$ cat src/hdl/bblru_pkg.sv
package bblru_pkg;

  // Field widths of one request and one response
  localparam int REQ_TYPE_W  = 2;
  localparam int SLOT_W      = 4;
  localparam int HASH_W      = 32;
  localparam int BYTES_W     = 31;
  localparam int STAMP_W     = 32;
  localparam int EVICT_W     = 5;
  localparam int TOTAL_W     = 35;

  // Configuration port
  localparam int CFG_IDX_W   = 2;
  localparam int CFG_DATA_W  = 31;

  // Default directory depth
  localparam int NUM_SLOTS_DEF = 16;

  typedef enum logic [REQ_TYPE_W-1:0] {
    REQ_LOOKUP = 2'd0,
    REQ_INSERT = 2'd1,
    REQ_REMOVE = 2'd2,
    REQ_TRIM   = 2'd3
  } req_type_e;

  typedef enum logic [CFG_IDX_W-1:0] {
    CFG_LIMIT_ENABLE = 2'd0,
    CFG_EXPORT_MODE  = 2'd1,
    CFG_BUDGET_BYTES = 2'd2
  } cfg_idx_e;

  typedef enum logic [2:0] {
    S_IDLE,
    S_RD_SLOT,
    S_CHECK,
    S_SCAN,
    S_EVICT,
    S_WRITE,
    S_DONE
  } state_e;

  // One directory entry as held in the entry RAM
  typedef struct packed {
    logic [HASH_W-1:0]  hash;
    logic [BYTES_W-1:0] bytes;
    logic [STAMP_W-1:0] stamp;
  } entry_t;

  localparam int ENTRY_W = $bits(entry_t);

endpackage

$ cat src/hdl/bblru_if.sv
// Request channel
interface bblru_req_if;
  import bblru_pkg::*;

  logic                  valid;
  logic                  ready;
  logic [REQ_TYPE_W-1:0] req_type;
  logic [SLOT_W-1:0]     slot;
  logic [HASH_W-1:0]     key_hash;
  logic [BYTES_W-1:0]    item_size;

  modport source (output valid, req_type, slot, key_hash, item_size, input ready);
  modport sink   (input valid, req_type, slot, key_hash, item_size, output ready);
endinterface

// Response channel
interface bblru_rsp_if;
  import bblru_pkg::*;

  logic                valid;
  logic                ready;
  logic                hit;
  logic [SLOT_W-1:0]   hit_slot;
  logic                accepted;
  logic [EVICT_W-1:0]  evicted_count;
  logic [TOTAL_W-1:0]  total_bytes;

  modport source (output valid, hit, hit_slot, accepted, evicted_count, total_bytes,
                  input ready);
  modport sink   (input valid, hit, hit_slot, accepted, evicted_count, total_bytes,
                  output ready);
endinterface

$ cat src/hdl/byte_budget_lru_cache.sv
// Byte-budget LRU cache directory. NUM_SLOTS entries (hash, size, last-use
// stamp) sit in a single-port-read entry RAM; valid marks and the running
// byte total sit in flip-flops, so reset clears the directory at once with
// no clearing pass. One request is worked on at a time and the entry RAM
// is read one entry per cycle. A lookup scans from slot 0 to the first
// match or the last slot. A remove, or an insert or remove to a slot beyond
// the directory, does no scan. A trim, and an insert that is not refused,
// evict only with enforcement, and an insert is refused when enforcement is
// on and its size exceeds the budget. Each eviction rescans every slot for
// the oldest stamp, lowest index on ties. A new request is taken while the
// previous result still waits in the output register.
module byte_budget_lru_cache #(
  parameter int NUM_SLOTS = bblru_pkg::NUM_SLOTS_DEF
) (
  input  logic                            clk_i,
  input  logic                            rst_ni,
  bblru_req_if.sink                       req,
  bblru_rsp_if.source                     rsp,
  input  logic                            cfg_we_i,
  input  logic [bblru_pkg::CFG_IDX_W-1:0] cfg_idx_i,
  input  logic [bblru_pkg::CFG_DATA_W-1:0] cfg_wdata_i
);
  import bblru_pkg::*;

  localparam int IDX_W = (NUM_SLOTS > 1) ? $clog2(NUM_SLOTS) : 1;
  localparam int CNT_W = $clog2(NUM_SLOTS + 1);
  localparam int TOT_W = BYTES_W + CNT_W;
  localparam logic [IDX_W-1:0] LAST_IDX = IDX_W'(NUM_SLOTS - 1);

  // Configuration registers
  logic               limit_en_q;
  logic               export_q;
  logic [BYTES_W-1:0] budget_q;
  logic               enforce;

  // Control state
  state_e               state_q, state_d;
  logic [NUM_SLOTS-1:0] valid_q;
  logic [TOT_W-1:0]     total_q;
  logic [STAMP_W-1:0]   use_cnt_q;
  logic [IDX_W-1:0]     chk_q;
  logic                 found_q;
  logic                 out_valid_q;

  // Request and working payload
  req_type_e            type_q;
  logic [IDX_W-1:0]     slot_q;
  logic [HASH_W-1:0]    key_q;
  logic [BYTES_W-1:0]   size_q;
  logic [STAMP_W-1:0]   best_stamp_q;
  logic [IDX_W-1:0]     victim_q;
  logic [BYTES_W-1:0]   victim_bytes_q;
  logic                 hit_q;
  logic [SLOT_W-1:0]    hit_slot_q;
  logic                 acc_q;
  logic [CNT_W-1:0]     evict_cnt_q;

  // Output register
  logic                 out_hit_q;
  logic [SLOT_W-1:0]    out_hit_slot_q;
  logic                 out_acc_q;
  logic [EVICT_W-1:0]   out_evict_q;
  logic [TOTAL_W-1:0]   out_total_q;

  // Entry RAM port
  logic                 ram_we;
  logic [IDX_W-1:0]     ram_waddr;
  entry_t               ram_wdata;
  logic [IDX_W-1:0]     ram_raddr;
  entry_t               ram_rdata;

  // Decode helpers
  logic                 in_xfer;
  logic                 out_free;
  logic                 in_range;
  logic                 is_lookup;
  logic [TOT_W:0]       need_sum;
  logic                 fits;
  logic                 scan_last;
  logic                 cur_valid;
  logic                 lk_match;
  logic                 better;

  assign enforce   = limit_en_q & ~export_q;
  assign in_xfer   = req.valid & req.ready;
  assign out_free  = ~out_valid_q | rsp.ready;
  assign in_range  = 32'(req.slot) < 32'(NUM_SLOTS);
  assign is_lookup = (type_q == REQ_LOOKUP);

  // Budget test: pending insert size plus current total against the budget
  assign need_sum  = (TOT_W + 1)'(total_q)
                   + ((type_q == REQ_INSERT) ? (TOT_W + 1)'(size_q) : '0);
  assign fits      = need_sum <= (TOT_W + 1)'(budget_q);

  // Scan compare on the entry just read
  assign scan_last = (chk_q == LAST_IDX);
  assign cur_valid = valid_q[chk_q];
  assign lk_match  = cur_valid && (ram_rdata.hash == key_q);
  assign better    = cur_valid && (!found_q || (ram_rdata.stamp < best_stamp_q));

  bblru_entry_ram #(
    .DEPTH  (NUM_SLOTS),
    .ADDR_W (IDX_W)
  ) u_entry_ram (
    .clk_i   (clk_i),
    .we_i    (ram_we),
    .waddr_i (ram_waddr),
    .wdata_i (ram_wdata),
    .raddr_i (ram_raddr),
    .rdata_o (ram_rdata)
  );

  // Next state
  always_comb begin
    state_d = state_q;
    case (state_q)
      S_IDLE: begin
        if (in_xfer) begin
          case (req_type_e'(req.req_type))
            REQ_LOOKUP: state_d = S_SCAN;
            REQ_INSERT,
            REQ_REMOVE: state_d = in_range ? S_RD_SLOT : S_DONE;
            REQ_TRIM:   state_d = enforce ? S_CHECK : S_DONE;
            default:    state_d = S_DONE;
          endcase
        end
      end
      S_RD_SLOT: begin
        if (type_q == REQ_REMOVE) begin
          state_d = S_DONE;
        end else if (enforce && (size_q > budget_q)) begin
          state_d = S_DONE;
        end else if (enforce) begin
          state_d = S_CHECK;
        end else begin
          state_d = S_WRITE;
        end
      end
      S_CHECK: begin
        if (!fits && (|valid_q)) begin
          state_d = S_SCAN;
        end else begin
          state_d = (type_q == REQ_INSERT) ? S_WRITE : S_DONE;
        end
      end
      S_SCAN: begin
        if (is_lookup) begin
          if (lk_match || scan_last) begin
            state_d = S_DONE;
          end
        end else if (scan_last) begin
          state_d = S_EVICT;
        end
      end
      S_EVICT: state_d = S_CHECK;
      S_WRITE: state_d = S_DONE;
      S_DONE: begin
        if (out_free) begin
          state_d = S_IDLE;
        end
      end
      default: state_d = S_IDLE;
    endcase
  end

  // Entry RAM addressing and write-back
  always_comb begin
    ram_raddr = '0;
    ram_we    = 1'b0;
    ram_waddr = chk_q;
    ram_wdata = '{hash: ram_rdata.hash, bytes: ram_rdata.bytes, stamp: use_cnt_q};
    case (state_q)
      S_IDLE: begin
        ram_raddr = (req_type_e'(req.req_type) == REQ_LOOKUP) ? '0 : IDX_W'(req.slot);
      end
      S_SCAN: begin
        ram_raddr = IDX_W'(chk_q + 1'b1);
        // restamp the first matching entry
        ram_we    = is_lookup && lk_match;
      end
      S_WRITE: begin
        ram_we    = 1'b1;
        ram_waddr = slot_q;
        ram_wdata = '{hash: key_q, bytes: size_q, stamp: use_cnt_q};
      end
      default: ram_raddr = '0;
    endcase
  end

  assign req.ready = (state_q == S_IDLE);

  // Configuration writes
  always_ff @(posedge clk_i or negedge rst_ni) begin
    if (!rst_ni) begin
      limit_en_q <= 1'b0;
      export_q   <= 1'b0;
      budget_q   <= '0;
    end else if (cfg_we_i) begin
      case (cfg_idx_e'(cfg_idx_i))
        CFG_LIMIT_ENABLE: limit_en_q <= cfg_wdata_i[0];
        CFG_EXPORT_MODE:  export_q   <= cfg_wdata_i[0];
        CFG_BUDGET_BYTES: budget_q   <= cfg_wdata_i;
        default: ;
      endcase
    end
  end

  // Control state, valid marks and byte total
  always_ff @(posedge clk_i or negedge rst_ni) begin
    if (!rst_ni) begin
      state_q     <= S_IDLE;
      valid_q     <= '0;
      total_q     <= '0;
      use_cnt_q   <= '0;
      chk_q       <= '0;
      found_q     <= 1'b0;
      out_valid_q <= 1'b0;
    end else begin
      state_q <= state_d;
      case (state_q)
        S_IDLE: begin
          if (in_xfer && (req_type_e'(req.req_type) == REQ_LOOKUP)) begin
            use_cnt_q <= use_cnt_q + 1'b1;
            chk_q     <= '0;
          end
        end
        S_RD_SLOT: begin
          // clear the target slot before anything else
          if (valid_q[slot_q]) begin
            valid_q[slot_q] <= 1'b0;
            total_q         <= total_q - TOT_W'(ram_rdata.bytes);
          end
        end
        S_CHECK: begin
          chk_q   <= '0;
          found_q <= 1'b0;
        end
        S_SCAN: begin
          chk_q <= IDX_W'(chk_q + 1'b1);
          if (better) begin
            found_q <= 1'b1;
          end
        end
        S_EVICT: begin
          valid_q[victim_q] <= 1'b0;
          total_q           <= total_q - TOT_W'(victim_bytes_q);
        end
        S_WRITE: begin
          valid_q[slot_q] <= 1'b1;
          total_q         <= total_q + TOT_W'(size_q);
        end
        default: ;
      endcase
      // hold the response until it is taken
      if (state_q == S_DONE && out_free) begin
        out_valid_q <= 1'b1;
      end else if (rsp.ready) begin
        out_valid_q <= 1'b0;
      end
    end
  end

  // Request capture, scan results and response payload
  always_ff @(posedge clk_i) begin
    case (state_q)
      S_IDLE: begin
        if (in_xfer) begin
          type_q      <= req_type_e'(req.req_type);
          slot_q      <= IDX_W'(req.slot);
          key_q       <= req.key_hash;
          size_q      <= req.item_size;
          hit_q       <= 1'b0;
          hit_slot_q  <= '0;
          acc_q       <= 1'b0;
          evict_cnt_q <= '0;
        end
      end
      S_SCAN: begin
        if (is_lookup) begin
          if (lk_match) begin
            hit_q      <= 1'b1;
            hit_slot_q <= SLOT_W'(chk_q);
          end
        end else if (better) begin
          best_stamp_q   <= ram_rdata.stamp;
          victim_q       <= chk_q;
          victim_bytes_q <= ram_rdata.bytes;
        end
      end
      S_EVICT: evict_cnt_q <= evict_cnt_q + 1'b1;
      S_WRITE: acc_q <= 1'b1;
      S_DONE: begin
        if (out_free) begin
          out_hit_q      <= hit_q;
          out_hit_slot_q <= hit_slot_q;
          out_acc_q      <= acc_q;
          out_evict_q    <= EVICT_W'(evict_cnt_q);
          out_total_q    <= TOTAL_W'(total_q);
        end
      end
      default: ;
    endcase
  end

  assign rsp.valid         = out_valid_q;
  assign rsp.hit           = out_hit_q;
  assign rsp.hit_slot      = out_hit_slot_q;
  assign rsp.accepted      = out_acc_q;
  assign rsp.evicted_count = out_evict_q;
  assign rsp.total_bytes   = out_total_q;

  // An accepted request always leaves the idle state
  a_accept_leaves_idle: assert property (@(posedge clk_i) disable iff (!rst_ni)
    in_xfer |=> state_q != S_IDLE)
    else $error("request accepted but controller stayed idle");

  // An empty directory holds no bytes
  a_empty_total_zero: assert property (@(posedge clk_i) disable iff (!rst_ni)
    (valid_q == '0) |-> (total_q == '0))
    else $error("byte total non-zero with no valid entry");

  // An eviction only removes a valid entry
  a_evict_valid: assert property (@(posedge clk_i) disable iff (!rst_ni)
    (state_q == S_EVICT) |-> (found_q && valid_q[victim_q]))
    else $error("eviction of an invalid entry");

  // A response appears only from the completion state
  a_rsp_from_done: assert property (@(posedge clk_i) disable iff (!rst_ni)
    $rose(out_valid_q) |-> ($past(state_q) == S_DONE))
    else $error("response raised outside completion");

endmodule

$ cat src/hdl/bblru_entry_ram.sv
module bblru_entry_ram #(
  parameter int DEPTH  = bblru_pkg::NUM_SLOTS_DEF,
  parameter int ADDR_W = (DEPTH > 1) ? $clog2(DEPTH) : 1
) (
  input  logic                  clk_i,
  input  logic                  we_i,
  input  logic [ADDR_W-1:0]     waddr_i,
  input  bblru_pkg::entry_t     wdata_i,
  input  logic [ADDR_W-1:0]     raddr_i,
  output bblru_pkg::entry_t     rdata_o
);
  import bblru_pkg::*;

  entry_t mem [DEPTH];
  entry_t rdata_q;

  // Write one entry, read one entry, read data registered
  always_ff @(posedge clk_i) begin
    if (we_i) begin
      mem[waddr_i] <= wdata_i;
    end
    rdata_q <= mem[raddr_i];
  end

  assign rdata_o = rdata_q;

endmodule
$ cat src/flat_wrapper.sv
// flat-port wrapper written by rule: the top's interface ports become plain ports
module byte_budget_lru_cache_flat import bblru_pkg::*;
#(
  parameter int NUM_SLOTS = bblru_pkg::NUM_SLOTS_DEF
)
  (clk_i, rst_ni, cfg_we_i, cfg_idx_i, cfg_wdata_i, req_valid, req_req_type, req_slot, req_key_hash, req_item_size, req_ready, rsp_valid, rsp_hit, rsp_hit_slot, rsp_accepted, rsp_evicted_count, rsp_total_bytes, rsp_ready);
  bblru_req_if req_i ();
  bblru_rsp_if rsp_i ();
  input  logic clk_i;
  input  logic rst_ni;
  input  logic cfg_we_i;
  input  logic [bblru_pkg::CFG_IDX_W-1:0] cfg_idx_i;
  input  logic [bblru_pkg::CFG_DATA_W-1:0] cfg_wdata_i;
  input wire logic [$bits(req_i.valid)-1:0] req_valid;
  input wire logic [$bits(req_i.req_type)-1:0] req_req_type;
  input wire logic [$bits(req_i.slot)-1:0] req_slot;
  input wire logic [$bits(req_i.key_hash)-1:0] req_key_hash;
  input wire logic [$bits(req_i.item_size)-1:0] req_item_size;
  output wire logic [$bits(req_i.ready)-1:0] req_ready;
  output wire logic [$bits(rsp_i.valid)-1:0] rsp_valid;
  output wire logic [$bits(rsp_i.hit)-1:0] rsp_hit;
  output wire logic [$bits(rsp_i.hit_slot)-1:0] rsp_hit_slot;
  output wire logic [$bits(rsp_i.accepted)-1:0] rsp_accepted;
  output wire logic [$bits(rsp_i.evicted_count)-1:0] rsp_evicted_count;
  output wire logic [$bits(rsp_i.total_bytes)-1:0] rsp_total_bytes;
  input wire logic [$bits(rsp_i.ready)-1:0] rsp_ready;
  assign req_i.valid = req_valid;
  assign req_i.req_type = req_req_type;
  assign req_i.slot = req_slot;
  assign req_i.key_hash = req_key_hash;
  assign req_i.item_size = req_item_size;
  assign req_ready = req_i.ready;
  assign rsp_valid = rsp_i.valid;
  assign rsp_hit = rsp_i.hit;
  assign rsp_hit_slot = rsp_i.hit_slot;
  assign rsp_accepted = rsp_i.accepted;
  assign rsp_evicted_count = rsp_i.evicted_count;
  assign rsp_total_bytes = rsp_i.total_bytes;
  assign rsp_i.ready = rsp_ready;
  byte_budget_lru_cache #(.NUM_SLOTS(NUM_SLOTS)) u_core (.clk_i(clk_i), .rst_ni(rst_ni), .req(req_i), .rsp(rsp_i), .cfg_we_i(cfg_we_i), .cfg_idx_i(cfg_idx_i), .cfg_wdata_i(cfg_wdata_i));
endmodule
$ cat config.mk
export PLATFORM = sky130hd
export DESIGN_NAME = byte_budget_lru_cache_flat
export DESIGN_NICKNAME = d
export VERILOG_FILES = /design/src/hdl/bblru_pkg.sv /design/src/hdl/bblru_if.sv /design/src/hdl/byte_budget_lru_cache.sv /design/src/hdl/bblru_entry_ram.sv /design/src/flat_wrapper.sv
export SDC_FILE = /design/constraint.sdc
export NUM_CORES = 2
export LEC_CHECK = 0
export ABC_AREA = 1
export CORE_AREA = 2 2 362 364
export CTS_BUF_LIST = sky130_fd_sc_hd__clkbuf_2
export DETAILED_ROUTE_END_ITERATION = 10
export DIE_AREA = 0 0 364 366
export DONT_BUFFER_PORTS = 1
export PLACE_DENSITY = 0.81
export REMOVE_ABC_BUFFERS = 1
export SYNTH_ARGS = -nofsm -noshare
export SYNTH_HDL_FRONTEND = slang
export SYNTH_SLANG_ARGS = --single-unit
$ cat constraint.sdc
create_clock -name clk_i -period 15.1 [get_ports clk_i]
set_input_delay 3.02 -clock clk_i [delete_from_list [all_inputs] [get_ports clk_i]]
set_output_delay 3.02 -clock clk_i [all_outputs]
set_load 0.03 [all_outputs]
[After elaboration in Yosys (flattened, before gate mapping)]
Memory sizes are Yosys's and may differ from the RTL's. A register that Yosys moved wholly into a read port is not among the register bits.
Cells that the tools add are included.
Word-level totals
  memories: 1
  flip-flop bits (word level): 319
  logic and storage cells: 167
  bits in writable memories: 1520
Memories
  u_core.u_entry_ram.mem: depth 16, width 95, read ports 1, clocked after Yosys merged registers in 1, wr ports 1, RTL line bblru_entry_ram.sv:14  | entry_t mem [DEPTH];
Operators by class
  equality and inequality tests: 24
  add/subtract/negate cells: 7
  bitwise gates (word level): 11
  muxes and demuxes: 50
  order comparisons: 8
  reduce and logical (&&, ||, !) cells: 40
Operators with widths (count)
  case mux 36 bit (3 select lines): 1
  two-way mux 95 bit: 1
  subtractor 36 x 31 -> 36 bit: 2
  case mux 16 bit (3 select lines): 1
  adder 36 x 37 -> 37 bit: 1
  <= comparator 37 x 31 -> 1 bit: 1
  adder 36 x 31 -> 36 bit: 1
  two-way mux 36 bit: 1
  adder 32 x 1 -> 32 bit (second input constant): 1
  bitwise AND 16 bit: 2
  equality test 32 bit: 1
  < comparator 32 bit: 1
  NOT 16 bit: 2
  greater-than comparator 31 bit: 1
  two-way mux 31 bit: 1
  two-way mux 3 bit: 10
  two-way mux 4 bit: 6
  AND reduction 2 bit: 11
  case mux 3 bit (7 select lines): 1
  two-way mux 16 bit: 1
  bitwise OR 16 bit: 1
  case mux 4 bit (2 select lines): 2
  OR reduction 16 bit: 1
  < comparator 4 x 5 -> 1 bit (second input constant): 3
  other kinds (35): 86

[Logic depth before layout (Yosys ltp)]
  word-level depth: 8
  mapped depth: 35
  mapped depth without buffers: 34

[Cells and area by module]
A second synthesis with hierarchy kept.
Unflattened totals
  cells, all modules: 8833
  area total of the unflattened synthesis: 88018.2 um2
By module, submodules not included
  bblru_entry_ram: cells each 6236, area each 66810.3 um2, times used 1, sequential area each 47545.6 um2
  byte_budget_lru_cache: cells each 2597, area each 21207.8 um2, times used 1, sequential area each 8948.6 um2

[Least setup slack after synthesis]
Ideal clock, no wire load.
  path type: reg-to-reg
  start point: register u_core.chk_q[0]
  end point: memory u_core.u_entry_ram.mem[0][0] in the netlist's numbering (enable)
  path buffers: 2
  arrival: 5.760 ns
  path slack: 8.790 ns
  library setup time: 0.550 ns
  cell stages (with the launch flop): 12
  cells stage by stage: dfrtp_1 -> buf_2 -> inv_1 -> buf_2 -> o21ai_0 -> o211ai_1 -> nand3_1 -> nand2_1 -> nand2_1 -> o21ai_0 -> nand3_1 -> nor2_1
On the way
  longest elaborated chain between the ends: 7
Ends and longest elaborated chain
  start, declared: RTL line byte_budget_lru_cache.sv:41  | logic [IDX_W-1:0] chk_q;
  start signal, assigned: RTL line byte_budget_lru_cache.sv:239  | chk_q <= IDX_W'(chk_q + 1'b1);
  binary-select mux 1 bit (select 4 bit): RTL line byte_budget_lru_cache.sv:97  | assign cur_valid = valid_q[chk_q];
  two-way mux 1 bit (not written as such): RTL line byte_budget_lru_cache.sv:97
  logical AND 1 bit: RTL line byte_budget_lru_cache.sv:98  | assign lk_match = cur_valid && (ram_rdata.hash == key_q);
  logical AND 1 bit: RTL line byte_budget_lru_cache.sv:179  | ram_we = is_lookup && lk_match;
  case mux 1 bit (2 select lines): RTL line byte_budget_lru_cache.sv:172  | case (state_q)
  two-way mux 1 bit: RTL line bblru_entry_ram.sv:19  | if (we_i) begin
  two-way mux 1 bit (not written as such): RTL line bblru_entry_ram.sv:20  | mem[waddr_i] <= wdata_i;
  end, declared: RTL line bblru_entry_ram.sv:14
Parallel ways exist; a longest one is shown, timed or not. The select of a mux whose other input is x is not followed.

[Worst setup path in the final report]
  start point: register u_core.type_q[1]
  end point: register u_core.state_q[1]
On the way
  longest elaborated chain between the ends: 8
Ends and longest elaborated chain
  start, declared: RTL line byte_budget_lru_cache.sv:46  | req_type_e type_q;
  start signal, assigned: RTL line byte_budget_lru_cache.sv:268  | type_q <= req_type_e'(req.req_type);
  equality test 2 x 1 -> 1 bit: RTL line byte_budget_lru_cache.sv:92, byte_budget_lru_cache.sv:143
  two-way mux 31 bit: RTL line byte_budget_lru_cache.sv:92  | + ((type_q == REQ_INSERT) ? (TOT_W + 1)'(size_q) : '0);
  adder 36 x 37 -> 37 bit: RTL line byte_budget_lru_cache.sv:92
  <= comparator 37 x 31 -> 1 bit: RTL line byte_budget_lru_cache.sv:93  | assign fits = need_sum <= (TOT_W + 1)'(budget_q);
  zero test 1 bit: RTL line byte_budget_lru_cache.sv:140  | if (!fits && (|valid_q)) begin
  logical AND 1 bit: RTL line byte_budget_lru_cache.sv:140
  two-way mux 3 bit: RTL line byte_budget_lru_cache.sv:140
  case mux 3 bit (7 select lines): RTL line byte_budget_lru_cache.sv:116  | case (state_q)
  end signal, assigned: RTL line byte_budget_lru_cache.sv:219  | state_q <= state_d;
  end, declared: RTL line byte_budget_lru_cache.sv:37  | state_e state_q, state_d;
Parallel ways exist; a longest one is shown, timed or not.
A chain may end at the register's enable or synchronous reset.

==> impl_results.html <==
<table>
<tr><th>Metric</th><th>Value</th></tr>
<tr><th colspan="2">Run status</th></tr>
<tr><td>Run status</td><td>finished, final reports clean</td></tr>
<tr><th colspan="2">Layout</th></tr>
<tr><td>Net total in the final layout</td><td>7,641</td></tr>
<tr><td>Area delta synth-&gt;final</td><td>6.740%</td></tr>
<tr><td>Layout cell share with drive strength beyond 1</td><td>11.80%</td></tr>
<tr><td>Core utilization of the finished layout</td><td>69.14%</td></tr>
<tr><td>Most common cell after layout, fill and taps aside</td><td>sky130_fd_sc_hd__edfxtp_1</td></tr>
<tr><td>Leading cell types in the layout, fill and taps excluded</td><td>sky130_fd_sc_hd__edfxtp_1, sky130_fd_sc_hd__o21ai_0, sky130_fd_sc_hd__a21oi_1</td></tr>
<tr><td>Post-route cell area</td><td>0.08918 mm2</td></tr>
<tr><td>Non-filler instance count after layout</td><td>9,479</td></tr>
<tr><th colspan="2">Critical path</th></tr>
<tr><td>Kind of critical path</td><td>reg -&gt; reg</td></tr>
<tr><td>Largest fanout on the critical path</td><td>4</td></tr>
<tr><td>Critical-path cell with the highest stage delay</td><td>sky130_fd_sc_hd__nor2_1</td></tr>
<tr><td>Origin of the critical flop-to-flop path</td><td>u_core.type_q[1]$_DFFE_PP_</td></tr>
<tr><td>Cell type group with the largest total delay on the critical path</td><td>simple AND/OR/NAND/NOR gates</td></tr>
<tr><td>Worst setup slack for register-to-register paths</td><td>8200 ps</td></tr>
<tr><td>Launching element type of the critical path</td><td>flip-flop</td></tr>
<tr><td>Largest stage delay, worst path</td><td>870 ps</td></tr>
<tr><td>Reg-to-Reg End</td><td>u_core.state_q[1]$_DFFE_PN0P_</td></tr>
<tr><td>Buffers plus inverters on the worst setup path</td><td>3</td></tr>
<tr><td>Required time at the endpoint of the critical path</td><td>16,730 ps</td></tr>
<tr><td>Cell count of the worst reg-to-reg path</td><td>27</td></tr>
<tr><td>Critical Path End Type</td><td>flip-flop</td></tr>
<tr><td>Data arrival time at the worst-slack endpoint</td><td>8520 ps</td></tr>
<tr><td>Most common cell type on the critical path</td><td>sky130_fd_sc_hd__nand2_1</td></tr>
<tr><th colspan="2">Timing</th></tr>
<tr><td>Number of failing setup endpoints in the final timing report</td><td>0</td></tr>
<tr><td>Period utilization</td><td>45.67%</td></tr>
<tr><td>Setup skew after layout</td><td>204.2 ps</td></tr>
<tr><td>Pin slew with the least headroom to its limit</td><td>1289 ps</td></tr>
<tr><td>Final Max Slew Viols</td><td>0</td></tr>
<tr><td>Clock period minus final worst setup slack</td><td>6896 ps</td></tr>
<tr><td>Final worst hold slack</td><td>397.0 ps</td></tr>
<tr><td>Setup ws final</td><td>8204 ps</td></tr>
<tr><td>Final setup TNS</td><td>0 ps</td></tr>
<tr><td>Relative slew margins</td><td>13.86%</td></tr>
<tr><td>Setup repair after global routing missed its margin</td><td>false</td></tr>
<tr><td>Final hold vios</td><td>0</td></tr>
<tr><td>Highest clock frequency the design can meet</td><td>145.0 MHz</td></tr>
<tr><th colspan="2">Detailed routing</th></tr>
<tr><td>First-pass iteration count of the detailed router</td><td>6</td></tr>
<tr><td>Starting DRC count in detailed routing</td><td>7,828</td></tr>
<tr><td>Average detailed-routed wire length per instance</td><td>22.67 um</td></tr>
<tr><td>Vias per std cell</td><td>6.266</td></tr>
<tr><td>Overall routed net length</td><td>214.9 mm</td></tr>
<tr><td>Vias after detailed routing</td><td>59,390</td></tr>
<tr><td>Post-route DRC</td><td>0</td></tr>
<tr><td>Count of nets left with antenna violations after detail routing</td><td>0</td></tr>
<tr><th colspan="2">GRT</th></tr>
<tr><td>Number of global-route vias before repair</td><td>57,750</td></tr>
<tr><td>Total congestion overflow after global routing</td><td>0</td></tr>
<tr><td>First-pass GRT wire length</td><td>323.1 mm</td></tr>
<tr><td>Pin count of the biggest net entering global routing</td><td>300</td></tr>
<tr><td>Initial antenna violation count</td><td>4</td></tr>
<tr><td>Global-route total usage across every layer</td><td>31.68%</td></tr>
<tr><th colspan="2">Logic synthesis</th></tr>
<tr><td>EDFF count, synth</td><td>1,713</td></tr>
<tr><td>Warnings, synthesis</td><td>0</td></tr>
<tr><td>Top_reg_cell synth</td><td>sky130_fd_sc_hd__edfxtp_1</td></tr>
<tr><td>Number of standard cells after synthesis</td><td>7,230</td></tr>
<tr><td>Fraction of synthesis flops using an asynchronous set or reset pin</td><td>6.515%</td></tr>
<tr><td>Top post-synthesis cells by area</td><td>sky130_fd_sc_hd__edfxtp_1, sky130_fd_sc_hd__o21ai_0, sky130_fd_sc_hd__a21oi_1</td></tr>
<tr><td>Count of cell types in the netlist</td><td>57</td></tr>
<tr><td>Share of the synthesized area in the top cell type</td><td>61.57%</td></tr>
<tr><td>Flip-flop and latch count after synthesis</td><td>1,934</td></tr>
<tr><td>Netlist Area Pre-Place</td><td>0.08355 mm2</td></tr>
<tr><td>Sequential element share of the synthesized area</td><td>67.62%</td></tr>
<tr><td>Cell taking the most area after synthesis</td><td>sky130_fd_sc_hd__edfxtp_1</td></tr>
<tr><td>Avg Inst Size Synth</td><td>11.56 um2</td></tr>
<tr><th colspan="2">Floorplanning</th></tr>
<tr><td>Die Y-Extent</td><td>366 um</td></tr>
<tr><td>CORE AREA</td><td>0.1290 mm2</td></tr>
<tr><td>Num ports</td><td>155</td></tr>
<tr><td>Die width</td><td>364 um</td></tr>
<tr><td>Die Outline Area</td><td>0.1332 mm2</td></tr>
<tr><td>Floorplan row count</td><td>132</td></tr>
<tr><td>Starting Density</td><td>64.78%</td></tr>
<tr><th colspan="2">Clocking</th></tr>
<tr><td>Clock root cell</td><td>sky130_fd_sc_hd__clkbuf_2</td></tr>
<tr><td>Number of buffers between clock root and the deepest sink</td><td>4</td></tr>
<tr><td>CTS H-Tree Depth</td><td>5</td></tr>
<tr><td>Total setup buffers inserted after CTS</td><td>0</td></tr>
<tr><td>CTS tree</td><td>done</td></tr>
<tr><td>Number of clock sinks</td><td>1,934</td></tr>
<tr><td>TritonCTS buffer count</td><td>463</td></tr>
<tr><td>Number of hold-repair buffers added at the cts stage</td><td>0</td></tr>
<tr><td>Clk_lat worst skew</td><td>1840 ps</td></tr>
<tr><td># resized after CTS</td><td>0</td></tr>
<tr><td>Clk pin slew, worst setup/hold paths</td><td>110 ps</td></tr>
<tr><th colspan="2">Place</th></tr>
<tr><td>Placed insts</td><td>8,642</td></tr>
<tr><td>Post-Place Worst Slack</td><td>7699 ps</td></tr>
<tr><td>Total placed instance area</td><td>0.08506 mm2</td></tr>
<tr><td>Gp weighted congestion</td><td>0.9484</td></tr>
<tr><td>Half-perimeter wire length after placement</td><td>115.6 mm</td></tr>
<tr><td>Number of input and output port buffers inserted</td><td>0</td></tr>
<tr><th colspan="2">Hold path</th></tr>
<tr><td>Hold path endpoint</td><td>u_core.best_stamp_q[19]$_DFFE_PP_</td></tr>
<tr><td>Hold depth</td><td>0</td></tr>
<tr><td>HP Class</td><td>reg -&gt; reg</td></tr>
<tr><td>Min-delay src</td><td>u_core.u_entry_ram.rdata_o[19]$_DFF_P_</td></tr>
<tr><th colspan="2">Power and ir drop</th></tr>
<tr><td>Power, Total</td><td>16.06 mW</td></tr>
<tr><td>Switching power share of the total</td><td>39.02%</td></tr>
<tr><td>Cell-internal power</td><td>9.797 mW</td></tr>
<tr><td>Portion of total power attributed to sequential cells</td><td>44.8%</td></tr>
<tr><td>Clock group share of total power</td><td>20.6%</td></tr>
<tr><td>Worst IR Drop VDD</td><td>180.3 uV</td></tr>
<tr><td>Combinational Power Share</td><td>34.6%</td></tr>
<tr><td>Leakage power figure</td><td>32.97 nW</td></tr>
<tr><td>Cell area power density</td><td>180.1 mW/mm2</td></tr>
<tr><td>Net switching component of the power</td><td>6.268 mW</td></tr>
<tr><th colspan="2">Run</th></tr>
<tr><td>Number of maximum-capacitance constraint violations</td><td>0</td></tr>
</table>
==> registers in the layout, summed over array words and instances, names as in the netlist, 5 cells and up <==
signal	count
u_core.evict_cnt_q	5
u_core.valid_q	16
u_core.key_q	32
u_core.budget_q	31
u_core.u_entry_ram.mem	1520
u_core.rsp.evicted_count	5
u_core.total_q	36
u_core.victim_bytes_q	31
u_core.rsp.total_bytes	35
u_core.use_cnt_q	32
u_core.size_q	31
u_core.best_stamp_q	32
u_core.u_entry_ram.rdata_o	95
==> power by group through the flow <==
stage / combinational, mW / sequential (mW) / clock [mW]
3_3_place_gp: 5.24 / 7.29 / 0
6_report: 5.56 / 7.20 / 3.31
4_1_cts: 5.46 / 7.18 / 3.36
2_1_floorplan: 4.13 / 7.17 / 0
5_1_grt: 6.16 / 7.23 / 3.62
3_5_place_dp: 5.44 / 7.30 / 0
==> worst max path at each step <==
stage / startpoint / end / slack (ps) / cells after the start
after floorplan: req_req_type[0] / u_core.u_entry_ram.rdata_o[94]$_DFF_P_ / -16300 / 9
after global placement: req_req_type[0] / u_core.u_entry_ram.rdata_o[35]$_DFF_P_ / 7750 / 12
after detailed placement: req_req_type[0] / u_core.u_entry_ram.rdata_o[17]$_DFF_P_ / 7700 / 12
after CTS: u_core.key_q[13]$_DFFE_PP_ / u_core.u_entry_ram.mem[10][2]$_DFFE_PP_ / 8370 / 10
after global routing: u_core.type_q[1]$_DFFE_PP_ / u_core.state_q[1]$_DFFE_PN0P_ / 8030 / 27
final: u_core.type_q[1]$_DFFE_PP_ / u_core.state_q[1]$_DFFE_PN0P_ / 8200 / 27
==> worst reg2reg max path, cell delays in order, from the launching register on <==
cell                       delay [ps]
sky130_fd_sc_hd__edfxtp_1         540
sky130_fd_sc_hd__nor2_1           870
sky130_fd_sc_hd__inv_1            160
sky130_fd_sc_hd__nor2_1           130
sky130_fd_sc_hd__ha_1             210
sky130_fd_sc_hd__inv_1             70
sky130_fd_sc_hd__fa_1             450
sky130_fd_sc_hd__inv_1            140
sky130_fd_sc_hd__nand3_1           80
sky130_fd_sc_hd__nand3_1          250
sky130_fd_sc_hd__nand2_1           80
sky130_fd_sc_hd__nand2_1          150
sky130_fd_sc_hd__a21oi_1          160
sky130_fd_sc_hd__o21ai_0          410
sky130_fd_sc_hd__a31oi_1          230
sky130_fd_sc_hd__xnor2_1          200
sky130_fd_sc_hd__ha_1             310
sky130_fd_sc_hd__nand2_1          100
sky130_fd_sc_hd__nor4_1           660
sky130_fd_sc_hd__nand4_1          330
sky130_fd_sc_hd__nand2_1          200
sky130_fd_sc_hd__nand3_1          380
sky130_fd_sc_hd__nand2_1          300
sky130_fd_sc_hd__nand2_1           80
sky130_fd_sc_hd__nand2_1           90
sky130_fd_sc_hd__nand2_1           50
sky130_fd_sc_hd__nand2_1           60
sky130_fd_sc_hd__nand2_1           40
==> cell type report <==
cell class	count	area, um2
inverters	555	2103
fillers	9028	39800
well taps	1742	2180
diodes	8	20.02
multi-input cells	4312	23400
flip-flops and latches	1934	56490
repair buffers	99	880.8
clock inverters	119	553.0
clock buffers	710	3553
==> synth_stat cells, types with 35 or more instances <==
| cell type | n |
|---|---|
| sky130_fd_sc_hd__edfxtp_1 | 1713 |
| sky130_fd_sc_hd__o21ai_0 | 1004 |
| sky130_fd_sc_hd__a21oi_1 | 961 |
| sky130_fd_sc_hd__nand2_1 | 678 |
| sky130_fd_sc_hd__inv_1 | 547 |
| sky130_fd_sc_hd__nor2_1 | 465 |
| sky130_fd_sc_hd__clkbuf_1 | 310 |
| sky130_fd_sc_hd__nor3_1 | 209 |
| sky130_fd_sc_hd__o221ai_1 | 182 |
| sky130_fd_sc_hd__ha_1 | 167 |
| sky130_fd_sc_hd__o21ai_1 | 149 |
| sky130_fd_sc_hd__dfrtp_1 | 126 |
| sky130_fd_sc_hd__nand3_1 | 121 |
| sky130_fd_sc_hd__buf_2 | 95 |
| sky130_fd_sc_hd__dfxtp_1 | 95 |
| sky130_fd_sc_hd__xor2_1 | 75 |
| sky130_fd_sc_hd__xnor2_1 | 50 |
| sky130_fd_sc_hd__a31oi_1 | 35 |
==> logic make-up (layout without fill, tap and decap cells) <==
kind of cell               count (synthesis)  count (layout)  synth area share (%)
AOI/OAI and AO/OA                       2437            2437                 15.85
xor gates and xnor gates                 125             125                 1.310
adders and majority gates                169             169                 2.549
DFF                                     1934            1934                 67.62
other                                      0               8                     0
and+or+nand+nor                         1581            1581                 8.049
buffers and inverters                    984            1483                 4.632
==> metal layers <==
layer  vias to the layer above  GRT usage [%]  share of wire (%)
li1                      26920              -                  -
met1                     28160          41.39                 37
met2                      3663          50.64                 48
met3                       656          6.508                 11
met4                         2          16.05                4.2
met5                         -              0             0.0088
(Power assumes the default switching activity.)
